**config.mk**
```make
export PLATFORM = sky130hd
export DESIGN_NAME = boolean_inverted_index_query_unit
export DESIGN_NICKNAME = d
export VERILOG_FILES = /design/src/rtl/core/bii_pkg.sv /design/src/rtl/core/boolean_inverted_index_query_unit.sv /design/src/rtl/core/bii_ram.sv /design/src/rtl/core/bii_emitter.sv
export SDC_FILE = /design/constraint.sdc
export NUM_CORES = 2
export LEC_CHECK = 0
export BUFFER_PORTS_ARGS = -buffer_cell sky130_fd_sc_hd__buf_2
export CAP_MARGIN = 0
export CORE_UTILIZATION = 63
export CTS_CLUSTER_SIZE = 20
export DETAILED_ROUTE_END_ITERATION = 10
export HOLD_SLACK_MARGIN = 0.06
export MAX_ROUTING_LAYER = met4
export PLACE_DENSITY = 0.79
export REMOVE_ABC_BUFFERS = 1
export SLEW_MARGIN = 20
export SYNTH_ARGS = -nofsm -noshare
export SYNTH_HDL_FRONTEND = slang
export SYNTH_SLANG_ARGS = --single-unit
```
**constraint.sdc**
```tcl
create_clock -name clk -period 6.26 [get_ports clk]
set_clock_uncertainty 0.05 [all_clocks]
set_input_delay 1.252 -clock clk [delete_from_list [all_inputs] [get_ports clk]]
set_output_delay 1.252 -clock clk [all_outputs]
set_load 0.01 [all_outputs]
```
**src/rtl/core/bii_pkg.sv**
```systemverilog
// Shared types and constants for the boolean inverted-index query unit.
// Used by the query unit and the emitter in rtl/core; depends on nothing.
package bii_pkg;

    localparam int TERM_W     = 6;
    localparam int DOC_W      = 6;
    localparam int MODE_W     = 2;
    localparam int ROW_MAX    = 64;
    localparam int IN_DATA_W  = 16;
    localparam int OUT_DATA_W = 8;

    localparam logic FUNC_LOAD  = 1'b0;
    localparam logic FUNC_QUERY = 1'b1;

    localparam logic [MODE_W-1:0] MODE_IGNORE   = 2'd0;
    localparam logic [MODE_W-1:0] MODE_REQUIRED = 2'd1;
    localparam logic [MODE_W-1:0] MODE_EXCLUDED = 2'd2;

    typedef struct packed {
        logic start;
        logic not_found;
    } emit_cmd_t;

endpackage

```
**src/rtl/core/boolean_inverted_index_query_unit.sv**
```systemverilog
// Boolean inverted-index query unit: posting bitmap RAM, query accumulators, emitter.
// Result path: input registers, S_UPDATE, emitter match register, output word register.
// Throughput: each input word is read from RAM, then updated/written back in S_UPDATE.
// Matches leave one word per cycle from the emitter's match register when not stalled.
// Reset: asynchronous; afterwards a clearing pass zeroes min(TERM_COUNT, 64) rows,
// one per cycle, while no input word is accepted. Depends on bii_pkg, bii_ram, bii_emitter.
module boolean_inverted_index_query_unit
    import bii_pkg::*;
#(
    parameter int TERM_COUNT = 64,
    parameter int DOC_COUNT  = 64
) (
    input  logic                  clk,
    input  logic                  rst_n,
    input  logic                  s_axis_tvalid,
    output logic                  s_axis_tready,
    input  logic [IN_DATA_W-1:0]  s_axis_tdata,  // [5:0] term_index, [11:6] doc_index,
                                                 // [13:12] term_mode, rest zero
    input  logic                  s_axis_tuser,  // [0] func
    input  logic                  s_axis_tlast,  // query_end
    output logic                  m_axis_tvalid,
    input  logic                  m_axis_tready,
    output logic [OUT_DATA_W-1:0] m_axis_tdata,  // [5:0] found_doc, rest zero
    output logic                  m_axis_tuser,  // [0] not_found
    output logic                  m_axis_tlast   // final_result
);

    // Only the first 2**TERM_W terms can ever be addressed.
    localparam int MEM_DEPTH = (TERM_COUNT < ROW_MAX) ? TERM_COUNT : ROW_MAX;
    localparam int AW        = (MEM_DEPTH > 1) ? $clog2(MEM_DEPTH) : 1;

    typedef enum logic [1:0] {
        S_CLEAR,
        S_IDLE,
        S_UPDATE
    } state_t;

    state_t               state_reg, state_next;
    logic [AW-1:0]        clr_cnt_reg, clr_cnt_next;
    logic [DOC_COUNT-1:0] req_acc_reg, req_acc_next;
    logic [DOC_COUNT-1:0] exc_acc_reg, exc_acc_next;
    logic                 any_req_reg, any_req_next;

    logic                 func_reg;
    logic [TERM_W-1:0]    term_reg;
    logic [DOC_W-1:0]     doc_reg;
    logic [MODE_W-1:0]    mode_reg;
    logic                 last_reg;

    logic                 accept;
    logic [TERM_W-1:0]    in_term;
    logic                 term_ok;
    logic                 doc_ok;
    logic [DOC_COUNT-1:0] doc_onehot;
    logic [DOC_COUNT-1:0] row;
    logic [DOC_COUNT-1:0] req_q;
    logic [DOC_COUNT-1:0] exc_q;
    logic                 any_q;
    logic [DOC_COUNT-1:0] match;

    logic                 ram_we;
    logic [AW-1:0]        ram_waddr;
    logic [DOC_COUNT-1:0] ram_wdata;
    logic [DOC_COUNT-1:0] ram_rdata;

    emit_cmd_t            emit_cmd;
    logic                 emit_busy;

    assign accept        = s_axis_tvalid && s_axis_tready;
    assign s_axis_tready = (state_reg == S_IDLE) && !emit_busy;
    assign in_term       = s_axis_tdata[TERM_W-1:0];

    // The row is read while the word is accepted and, for a load, written back in the
    // next cycle; the following read can only be issued after that cycle.
    bii_ram #(
        .WIDTH (DOC_COUNT),
        .DEPTH (MEM_DEPTH)
    ) u_postings (
        .clk   (clk),
        .we    (ram_we),
        .waddr (ram_waddr),
        .wdata (ram_wdata),
        .re    (accept),
        .raddr (in_term[AW-1:0]),
        .rdata (ram_rdata)
    );

    always_comb
    begin
        term_ok = (32'(term_reg) < TERM_COUNT);
        doc_ok  = (32'(doc_reg) < DOC_COUNT);
        for (int i = 0; i < DOC_COUNT; i++)
        begin
            doc_onehot[i] = (doc_reg == DOC_W'(i));
        end
        row   = term_ok ? ram_rdata : '0;
        req_q = req_acc_reg;
        exc_q = exc_acc_reg;
        any_q = any_req_reg;
        case (mode_reg)
            MODE_REQUIRED:
            begin
                req_q = req_acc_reg & row;
                any_q = 1'b1;
            end
            MODE_EXCLUDED:
            begin
                exc_q = exc_acc_reg | row;
            end
            default:
            begin
                req_q = req_acc_reg;
            end
        endcase
        match = any_q ? (req_q & ~exc_q) : '0;
    end

    always_comb
    begin
        state_next   = state_reg;
        clr_cnt_next = clr_cnt_reg;
        req_acc_next = req_acc_reg;
        exc_acc_next = exc_acc_reg;
        any_req_next = any_req_reg;
        ram_we       = 1'b0;
        ram_waddr    = term_reg[AW-1:0];
        ram_wdata    = ram_rdata | doc_onehot;
        emit_cmd     = '0;
        case (state_reg)
            S_CLEAR:
            begin
                ram_we    = 1'b1;
                ram_waddr = clr_cnt_reg;
                ram_wdata = '0;
                if (clr_cnt_reg == AW'(MEM_DEPTH - 1))
                begin
                    state_next = S_IDLE;
                end
                else
                begin
                    clr_cnt_next = clr_cnt_reg + 1'b1;
                end
            end
            S_IDLE:
            begin
                if (accept)
                begin
                    state_next = S_UPDATE;
                end
            end
            S_UPDATE:
            begin
                state_next = S_IDLE;
                if (func_reg == FUNC_LOAD)
                begin
                    ram_we = term_ok && doc_ok;
                end
                else if (last_reg)
                begin
                    emit_cmd.start     = 1'b1;
                    emit_cmd.not_found = (match == '0);
                    req_acc_next       = '1;
                    exc_acc_next       = '0;
                    any_req_next       = 1'b0;
                end
                else
                begin
                    req_acc_next = req_q;
                    exc_acc_next = exc_q;
                    any_req_next = any_q;
                end
            end
            default:
            begin
                state_next = S_CLEAR;
            end
        endcase
    end

    always_ff @(posedge clk or negedge rst_n)
    begin
        if (!rst_n)
        begin
            state_reg   <= S_CLEAR;
            clr_cnt_reg <= '0;
            req_acc_reg <= '1;
            exc_acc_reg <= '0;
            any_req_reg <= 1'b0;
        end
        else
        begin
            state_reg   <= state_next;
            clr_cnt_reg <= clr_cnt_next;
            req_acc_reg <= req_acc_next;
            exc_acc_reg <= exc_acc_next;
            any_req_reg <= any_req_next;
        end
    end

    always_ff @(posedge clk)
    begin
        if (accept)
        begin
            func_reg <= s_axis_tuser;
            term_reg <= in_term;
            doc_reg  <= s_axis_tdata[TERM_W+DOC_W-1:TERM_W];
            mode_reg <= s_axis_tdata[TERM_W+DOC_W+MODE_W-1:TERM_W+DOC_W];
            last_reg <= s_axis_tlast;
        end
    end

    bii_emitter #(
        .DOC_COUNT (DOC_COUNT)
    ) u_emitter (
        .clk           (clk),
        .rst_n         (rst_n),
        .cmd           (emit_cmd),
        .match         (match),
        .busy          (emit_busy),
        .m_axis_tvalid (m_axis_tvalid),
        .m_axis_tready (m_axis_tready),
        .m_axis_tdata  (m_axis_tdata),
        .m_axis_tuser  (m_axis_tuser),
        .m_axis_tlast  (m_axis_tlast)
    );

    a_start_when_free: assert property (@(posedge clk) disable iff (!rst_n)
        emit_cmd.start |-> !emit_busy)
        else $error("query finished while the emitter was still busy");

    a_no_write_idle: assert property (@(posedge clk) disable iff (!rst_n)
        state_reg == S_IDLE |-> !ram_we)
        else $error("posting RAM written outside clear or update");

    a_query_end_emits: assert property (@(posedge clk) disable iff (!rst_n)
        accept && (s_axis_tuser == FUNC_QUERY) && s_axis_tlast |-> ##2 emit_busy)
        else $error("query end did not start an emission");

endmodule

```
**src/rtl/core/bii_ram.sv**
```systemverilog
// Generic single-clock RAM with one write port and one registered read port.
// Standalone; used for the posting bitmap store.
module bii_ram #(
    parameter int WIDTH = 64,
    parameter int DEPTH = 64,
    localparam int AW = (DEPTH > 1) ? $clog2(DEPTH) : 1
) (
    input  logic             clk,
    input  logic             we,
    input  logic [AW-1:0]    waddr,
    input  logic [WIDTH-1:0] wdata,
    input  logic             re,
    input  logic [AW-1:0]    raddr,
    output logic [WIDTH-1:0] rdata
);

    logic [WIDTH-1:0] mem [DEPTH];

    always_ff @(posedge clk)
    begin
        if (we)
        begin
            mem[waddr] <= wdata;
        end
        if (re)
        begin
            rdata <= mem[raddr];
        end
    end

endmodule

```
**src/rtl/core/bii_emitter.sv**
```systemverilog
// Result emitter: walks a registered match vector lowest bit first and
// drives the output word register. Depends on bii_pkg.
module bii_emitter
    import bii_pkg::*;
#(
    parameter int DOC_COUNT = 64
) (
    input  logic                  clk,
    input  logic                  rst_n,
    input  emit_cmd_t             cmd,
    input  logic [DOC_COUNT-1:0]  match,
    output logic                  busy,
    output logic                  m_axis_tvalid,
    input  logic                  m_axis_tready,
    output logic [OUT_DATA_W-1:0] m_axis_tdata,  // [5:0] found_doc, rest zero
    output logic                  m_axis_tuser,  // [0] not_found
    output logic                  m_axis_tlast   // final_result
);

    logic [DOC_COUNT-1:0]  match_reg, match_next;
    logic                  nf_reg, nf_next;
    logic                  busy_reg, busy_next;
    logic                  out_valid_reg, out_valid_next;
    logic [DOC_W-1:0]      out_doc_reg, out_doc_next;
    logic                  out_nf_reg, out_nf_next;
    logic                  out_last_reg, out_last_next;
    logic [DOC_COUNT-1:0]  low_bit;
    logic [DOC_COUNT-1:0]  remaining;
    logic [DOC_W-1:0]      low_idx;
    logic                  out_free;

    // Isolate the lowest set document and encode its index.
    always_comb
    begin
        low_bit   = match_reg & (~match_reg + 1'b1);
        remaining = match_reg & ~low_bit;
        low_idx   = '0;
        for (int i = 0; i < DOC_COUNT; i++)
        begin
            if (low_bit[i])
            begin
                low_idx = low_idx | DOC_W'(i);
            end
        end
    end

    assign out_free = !out_valid_reg || m_axis_tready;

    always_comb
    begin
        match_next     = match_reg;
        nf_next        = nf_reg;
        busy_next      = busy_reg;
        out_valid_next = out_valid_reg && !m_axis_tready;
        out_doc_next   = out_doc_reg;
        out_nf_next    = out_nf_reg;
        out_last_next  = out_last_reg;
        if (cmd.start)
        begin
            match_next = match;
            nf_next    = cmd.not_found;
            busy_next  = 1'b1;
        end
        else if (busy_reg && out_free)
        begin
            out_valid_next = 1'b1;
            if (nf_reg)
            begin
                out_doc_next  = '0;
                out_nf_next   = 1'b1;
                out_last_next = 1'b1;
                busy_next     = 1'b0;
            end
            else
            begin
                out_doc_next  = low_idx;
                out_nf_next   = 1'b0;
                out_last_next = (remaining == '0);
                match_next    = remaining;
                busy_next     = (remaining != '0);
            end
        end
    end

    always_ff @(posedge clk or negedge rst_n)
    begin
        if (!rst_n)
        begin
            busy_reg      <= 1'b0;
            out_valid_reg <= 1'b0;
        end
        else
        begin
            busy_reg      <= busy_next;
            out_valid_reg <= out_valid_next;
        end
    end

    always_ff @(posedge clk)
    begin
        match_reg    <= match_next;
        nf_reg       <= nf_next;
        out_doc_reg  <= out_doc_next;
        out_nf_reg   <= out_nf_next;
        out_last_reg <= out_last_next;
    end

    assign busy          = busy_reg;
    assign m_axis_tvalid = out_valid_reg;
    assign m_axis_tdata  = OUT_DATA_W'(out_doc_reg);
    assign m_axis_tuser  = out_nf_reg;
    assign m_axis_tlast  = out_last_reg;

    a_nf_is_final: assert property (@(posedge clk) disable iff (!rst_n)
        out_valid_reg && out_nf_reg |-> out_last_reg && (out_doc_reg == '0))
        else $error("not-found word must be final with a zero document");

    a_start_sets_busy: assert property (@(posedge clk) disable iff (!rst_n)
        cmd.start |=> busy_reg)
        else $error("emitter did not pick up a start command");

    a_nf_single: assert property (@(posedge clk) disable iff (!rst_n)
        busy_reg && nf_reg && out_free && !cmd.start |=> !busy_reg)
        else $error("not-found emission took more than one word");

endmodule
```
# Yosys cells after proc, flatten, opt, wreduce, memory -nomap -nowiden
# Memories as Yosys holds them, arrays and structs flattened. A register that Yosys moved wholly into a read port is not among the register bits.
# Index checks and enable logic that the tools add are counted.
# W data, S select, Z words.
[word_totals]
out_inout_bits = 12
n_memories = 1
regBits = 228
ramBits = 4096
in_bits = 22
[op_classes]
addsub = 2
reduce_logical = 19
muxes = 132
bitwise_logic = 10
n_eq_ne = 73
[memory_table]
columns = ["memory", "depth", "word_bits", "read_ports", "rd_clocked_by_memory_dff", "write_ports", "line_no", "rtl"]
rows = [
  ["u_postings.mem", 64, 64, 1, 1, 1, "bii_ram.sv:17", "logic [WIDTH-1:0] mem [DEPTH];"],
]
[ops]
columns = ["cell", "n"]
rows = [
  ["$mux W64", 20],
  ["$and A64 B64 Y64", 4],
  ["$mux W6", 40],
  ["$eq A6 B6 Y1 const B", 33],
  ["$not A64 Y64", 3],
  ["$logic_not A64 Y1", 2],
  ["$or A64 B64 Y64", 2],
  ["$eq A6 B5 Y1 const B", 16],
  ["$mux W5", 16],
  ["$add A64 B1 Y64 const B", 1],
  ["$reduce_bool A64 Y1", 1],
  ["$eq A6 B4 Y1 const B", 8],
  ["$mux W4", 8],
  ["$mux W1", 30],
  ["$eq A6 B3 Y1 const B", 4],
  ["$mux W2", 12],
  ["$eq A6 B2 Y1 const B", 2],
  ["$mux W3", 4],
  ["$ne A2 B2 Y1 const B", 5],
  ["$reduce_and A2 Y1", 5],
  ["$add A6 B1 Y6 const B", 1],
  ["$eq A6 B1 Y1 const B", 1],
  ["$logic_not A6 Y1", 1],
  ["$pmux W2 S3", 1],
  ["other kinds (9)", 16],
]

# Depth between registers and ports, before layout
[depth]
word_depth = 71
depth_mapped = 11
ltp_nobuf = 9

# Cells and area by module
# Synthesis repeated with hierarchy kept, for this count alone.
[hier_totals]
cells_unflattened = 8125
area_unflattened_um2 = 169959.3
[modules_own_cells]
columns = ["module", "cells_each", "area_each_um2", "n_inst"]
rows = [
  ["bii_ram", 6598, 156989.3, 1],
  ["boolean_inverted_index_query_unit", 940, 8025.2, 1],
  ["bii_emitter", 587, 4944.7, 1],
]

# Worst setup path after synthesis
# Ideal clock, no wire load.
[synth_path]
path_type = "input to register"
start = "input port m_axis_tready"
end = "register u_emitter.match_reg[0] (enable)"
cell_stages = 3
t_required_ns = 5.636
path_slack_ns = -0.310
path_buffers = 0
arrival_ns = 5.946
path_cell_list = "nand2b_1 > nand2_1 > o21ai_0"
[synth_via]
elab_chain_cells = 4
[synth_lines]
columns = ["item", "line_no", "rtl"]
rows = [
  ["start, declared", "boolean_inverted_index_query_unit.sv:22", "input logic m_axis_tready,"],
  ["$logic_or A1 B1 Y1", "bii_emitter.sv:47", "assign out_free = !out_valid_reg || m_axis_tready;"],
  ["$logic_and A1 B1 Y1", "bii_emitter.sv:64", "else if (busy_reg && out_free)"],
  ["$reduce_bool A2 Y1 (no line)", "n/a", ""],
  ["$reduce_and A2 Y1 (no line)", "n/a", ""],
  ["end signal, assigned", "bii_emitter.sv:101", "match_reg <= match_next;"],
  ["end, declared", "bii_emitter.sv:20", "logic [DOC_COUNT-1:0] match_reg, match_next;"],
]
# No other way between the ends.
# A chain may end at the register's enable or synchronous reset.

# Worst setup path in the final report
[layout_path]
start = "register state_reg[1]"
end = "memory u_postings.mem[63][13] (enable)"
[layout_via]
elab_chain_cells = 4
[layout_lines]
columns = ["item", "line_no", "rtl"]
rows = [
  ["start, declared", "boolean_inverted_index_query_unit.sv:38", "state_t state_reg, state_next;"],
  ["start signal, assigned", "boolean_inverted_index_query_unit.sv:192", "state_reg <= state_next;"],
  ["$eq A2 B2 Y1 or $logic_not A2 Y1 (tied branches)", "boolean_inverted_index_query_unit.sv:129", "case (state_reg)"],
  ["$pmux W1 S2", "boolean_inverted_index_query_unit.sv:129", ""],
  ["$mux W1", "bii_ram.sv:21", "if (we)"],
  ["$mux W1 (implied by the code)", "bii_ram.sv:23", "mem[waddr] <= wdata;"],
  ["end, declared", "bii_ram.sv:17", ""],
]
# Parallel ways exist; a longest one is shown, timed or not.

==> results.sh <==
export IMPL_num_io_pins=34
export IMPL_post_dp_hpwl_um=244000
export IMPL_post_cts_resize_count=0
export IMPL_largest_register_ff_count=4096
export IMPL_core_region_area_um2=268000
export IMPL_globalRoute_totalOverflow=0
export IMPL_antenna_violations_before_repair=31
export IMPL_path_type_of_the_worst_min_delay_path="in2async"
export IMPL_clk_transition_reported_paths_ns=0.07
export IMPL_design_die_area_um2=272000
export IMPL_grt_total_usage=0.416
export IMPL_worst_hold_slack_ns=0.324
export IMPL_area_growth_pct=12.8
export IMPL_synth_cell_area_um2=170000
export IMPL_pwr_density_cell_nw_per_um2=390
export IMPL_cts_repair_timing_setup_buffer_count=0
export IMPL_vias_per_cell=8.03
export IMPL_worstPathArrival_ns=5.38
export IMPL_final_setup_tns_ns=0
export IMPL_mostFrequentLayoutCells="4,249 x edfxtp_1, 1,344 x mux4_2, 420 x clkbuf_16"
export IMPL_largest_net_degree_at_the_start_of_global_routing=93
export IMPL_cp_data_required_time_ns=6.78
export IMPL_row_count=190
export IMPL_synth_avg_cell_area_um2=23.0
export IMPL_start_util=0.634
export IMPL_p_leak_uw=0.0603
export IMPL_min_period_ns=4.85
export IMPL_worst_setup_path_start_kind="flip-flop"
export IMPL_run_status="complete, no violations"
export IMPL_grt_first_pass_wirelength_um=737000
export IMPL_post_route_drc_violation_count=0
export IMPL_worst_margin_slew_ns=1.40
export IMPL_period_share=0.775
export IMPL_final_setup_worst_slack_ns=1.41
export IMPL_ys_ff_latch=4388
export IMPL_numPortBuffers=29
export IMPL_critPathCaptureType="flip-flop"
export IMPL_ctsLongestPathBuffers=4
export IMPL_netlist_top_cell_by_area="edfxtp_1"
export IMPL_finalWeightedCongestion=0.944
export IMPL_startpoint="state_reg[1]$_DFFE_PN0P_"
export IMPL_ys_dominant_reg_cell="edfxtp_1"
export IMPL_final_layout_size_suffix_gt1_frac=0.308
export IMPL_peakVddDrop_mv=0.418
export IMPL_max_flop_register="u_postings.mem"
export IMPL_skew_pair_late_insertion_delay_ns=1.00
export IMPL_r2r_start="state_reg[1]$_DFFE_PN0P_"
export IMPL_avgRoutedWirePerCell_um=47.6
export IMPL_synth_edf_count=4249
export IMPL_clock_sinks=4388
export IMPL_timing_critical_path_fanout_max=28
export IMPL_layout_cells_most_common="edfxtp_1"
export IMPL_rsz0062_at_grt="false"
export IMPL_ys_warn_count=0
export IMPL_ys_seq_area_frac=0.772
export IMPL_numCtsBuffers=417
export IMPL_detail_route_first_pass_iterations=8
export IMPL_die_height_um=521
export IMPL_dr_total_vias=93500
export IMPL_die_w_um=521
export IMPL_drt_wl_total_um=554000
export IMPL_place_ws_ns=1.68
export IMPL_max_cap_violations=0
export IMPL_synthCells=7384
export IMPL_fmax_ghz=0.206
export IMPL_tritoncts="done"
export IMPL_cts_root_buffer="clkbuf_16"
export IMPL_finalHoldViolations=0
export IMPL_quantity_of_hold_fixing_buffers_added_after_cts=0
export IMPL_detail_route_antenna_nets=0
export IMPL_count_of_h_tree_levels_built_during_cts=5
export IMPL_timing_final_setup_violations=0
export IMPL_synth_cell_types=85
export IMPL_drt_initial_drc_count=19400
export IMPL_timing_setup_critical_path_class="reg2reg"
export IMPL_synth_top_cell_area_share=0.751
export IMPL_slew_headroom=0.0610
export IMPL_finalNetCount=7729
export IMPL_first_global_vias=91000
export IMPL_synth_async_sr_flop_share=0.0317
export IMPL_slew_violations=0
export IMPL_netlist_top_cells_area="edfxtp_1 75%, mux4_2 18%, dfrtp_1 1.1%, dfstp_2 0.99%, clkbuf_1 0.69%"
==> worst max-delay path: stages (launching register included) <==
cell	delay (ns)
dfrtp_1	0.50
nor2_4	0.70
buf_4	0.53
nand3_1	0.15
o21ai_0	0.16
nand2_1	0.50
nor2_4	0.95
buf_4	0.85
==> cells in the mapped netlist (3+ instances only) <==
cell type	count
a2111oi_0	6
a21boi_0	4
a21oi_1	211
a22oi_1	7
a31oi_1	7
a41oi_1	4
and2_1	7
and3_1	7
and4_1	3
buf_1	92
buf_2	3
buf_4	3
clkbuf_1	314
dfrtp_1	75
dfstp_2	64
edfxtp_1	4249
inv_1	16
mux2i_1	21
mux4_2	1344
nand2_1	141
nand2b_1	11
nand3_1	42
nand3b_1	4
nand4_1	28
nor2_1	270
nor2b_1	10
nor3_1	45
nor3b_1	67
nor4_1	22
o211ai_1	5
o21a_1	6
o21ai_0	118
o221ai_1	63
o22ai_1	11
o31ai_1	7
o41ai_1	3
or3_1	14
or4_1	9
or4_4	5
==> cell families (layout without fill, tap and decap cells) <==
group | Yosys count | after routing | synth area share
xor+xnor | 4 | 4 | 0.000206
mux | 1365 | 1365 | 0.179
fa+ha+maj | 2 | 2 | 0.000133
flops | 4388 | 4388 | 0.772
other cells | 1 | 42 | 0.0000221
simple gates | 708 | 708 | 0.0208
compound gates | 484 | 484 | 0.0174
buf+inv | 432 | 1100 | 0.00973
==> worst paths after layout <==
kind | slack (ns) | to | cells past startpoint
worst max-delay path | 1.41 | u_postings.mem[63][13]$_DFFE_PP_ | 7
worst min-delay path | 0.32 | u_emitter.m_axis_tvalid$_DFF_PN0_ | 1
worst max register to register | 1.41 | u_postings.mem[63][13]$_DFFE_PP_ | 7
worst min register to register | 0.43 | req_acc_reg[54]$_DFFE_PN1P_ | 2
max in group asynchronous | 4.60 | exc_acc_reg[4]$_DFFE_PN0P_ | 2
min in group clk | 0.43 | req_acc_reg[54]$_DFFE_PN1P_ | 2
==> cell type report <==
cell class,instances,area [um^2]
Antenna cell,40,100
Fill cell,14000,76300
Tap cell,3552,4440
Sequential cell,4388,131000
Clock buffer,512,10900
Clock inverter,254,2540
Multi-Input combinational cell,2565,38100
Timing Repair Buffer,316,4350
Inverter,18,67.6
==> through the flow <==
| step | util | instances | cell area, um^2 | power, uW |
|---|---|---|---|---|
| 2_1_floorplan | - | 6971 | 168000 | 43500 |
| 4_1_cts | 0.709 | 11500 | 190000 | 73200 |
| 3_5_place_dp | 0.659 | 10800 | 177000 | 47700 |
| 5_1_grt | 0.715 | 11600 | 192000 | 75800 |
| 6_report | 0.715 | 11600 | 192000 | 74700 |
| 3_3_place_gp | 0.658 | 10800 | 176000 | 47000 |
==> metal layers <==
metal  track usage  part of all wire
met1         0.511              0.30
met2         0.609              0.46
met3         0.121              0.15
met4         0.270             0.083
met5             -                 0
==> power breakdown <==
group / leakage, uW / total (uW) / switching [uW] / internal (uW)
Clock: 0.00653 / 25800 / 11800 / 14000
Sequential: 0.0404 / 38300 / 1080 / 37200
Combinational: 0.0134 / 10600 / 7650 / 2950
Total: 0.0603 / 74700 / 20500 / 54200
No activity file was read; power rests on OpenSTA's default activity.
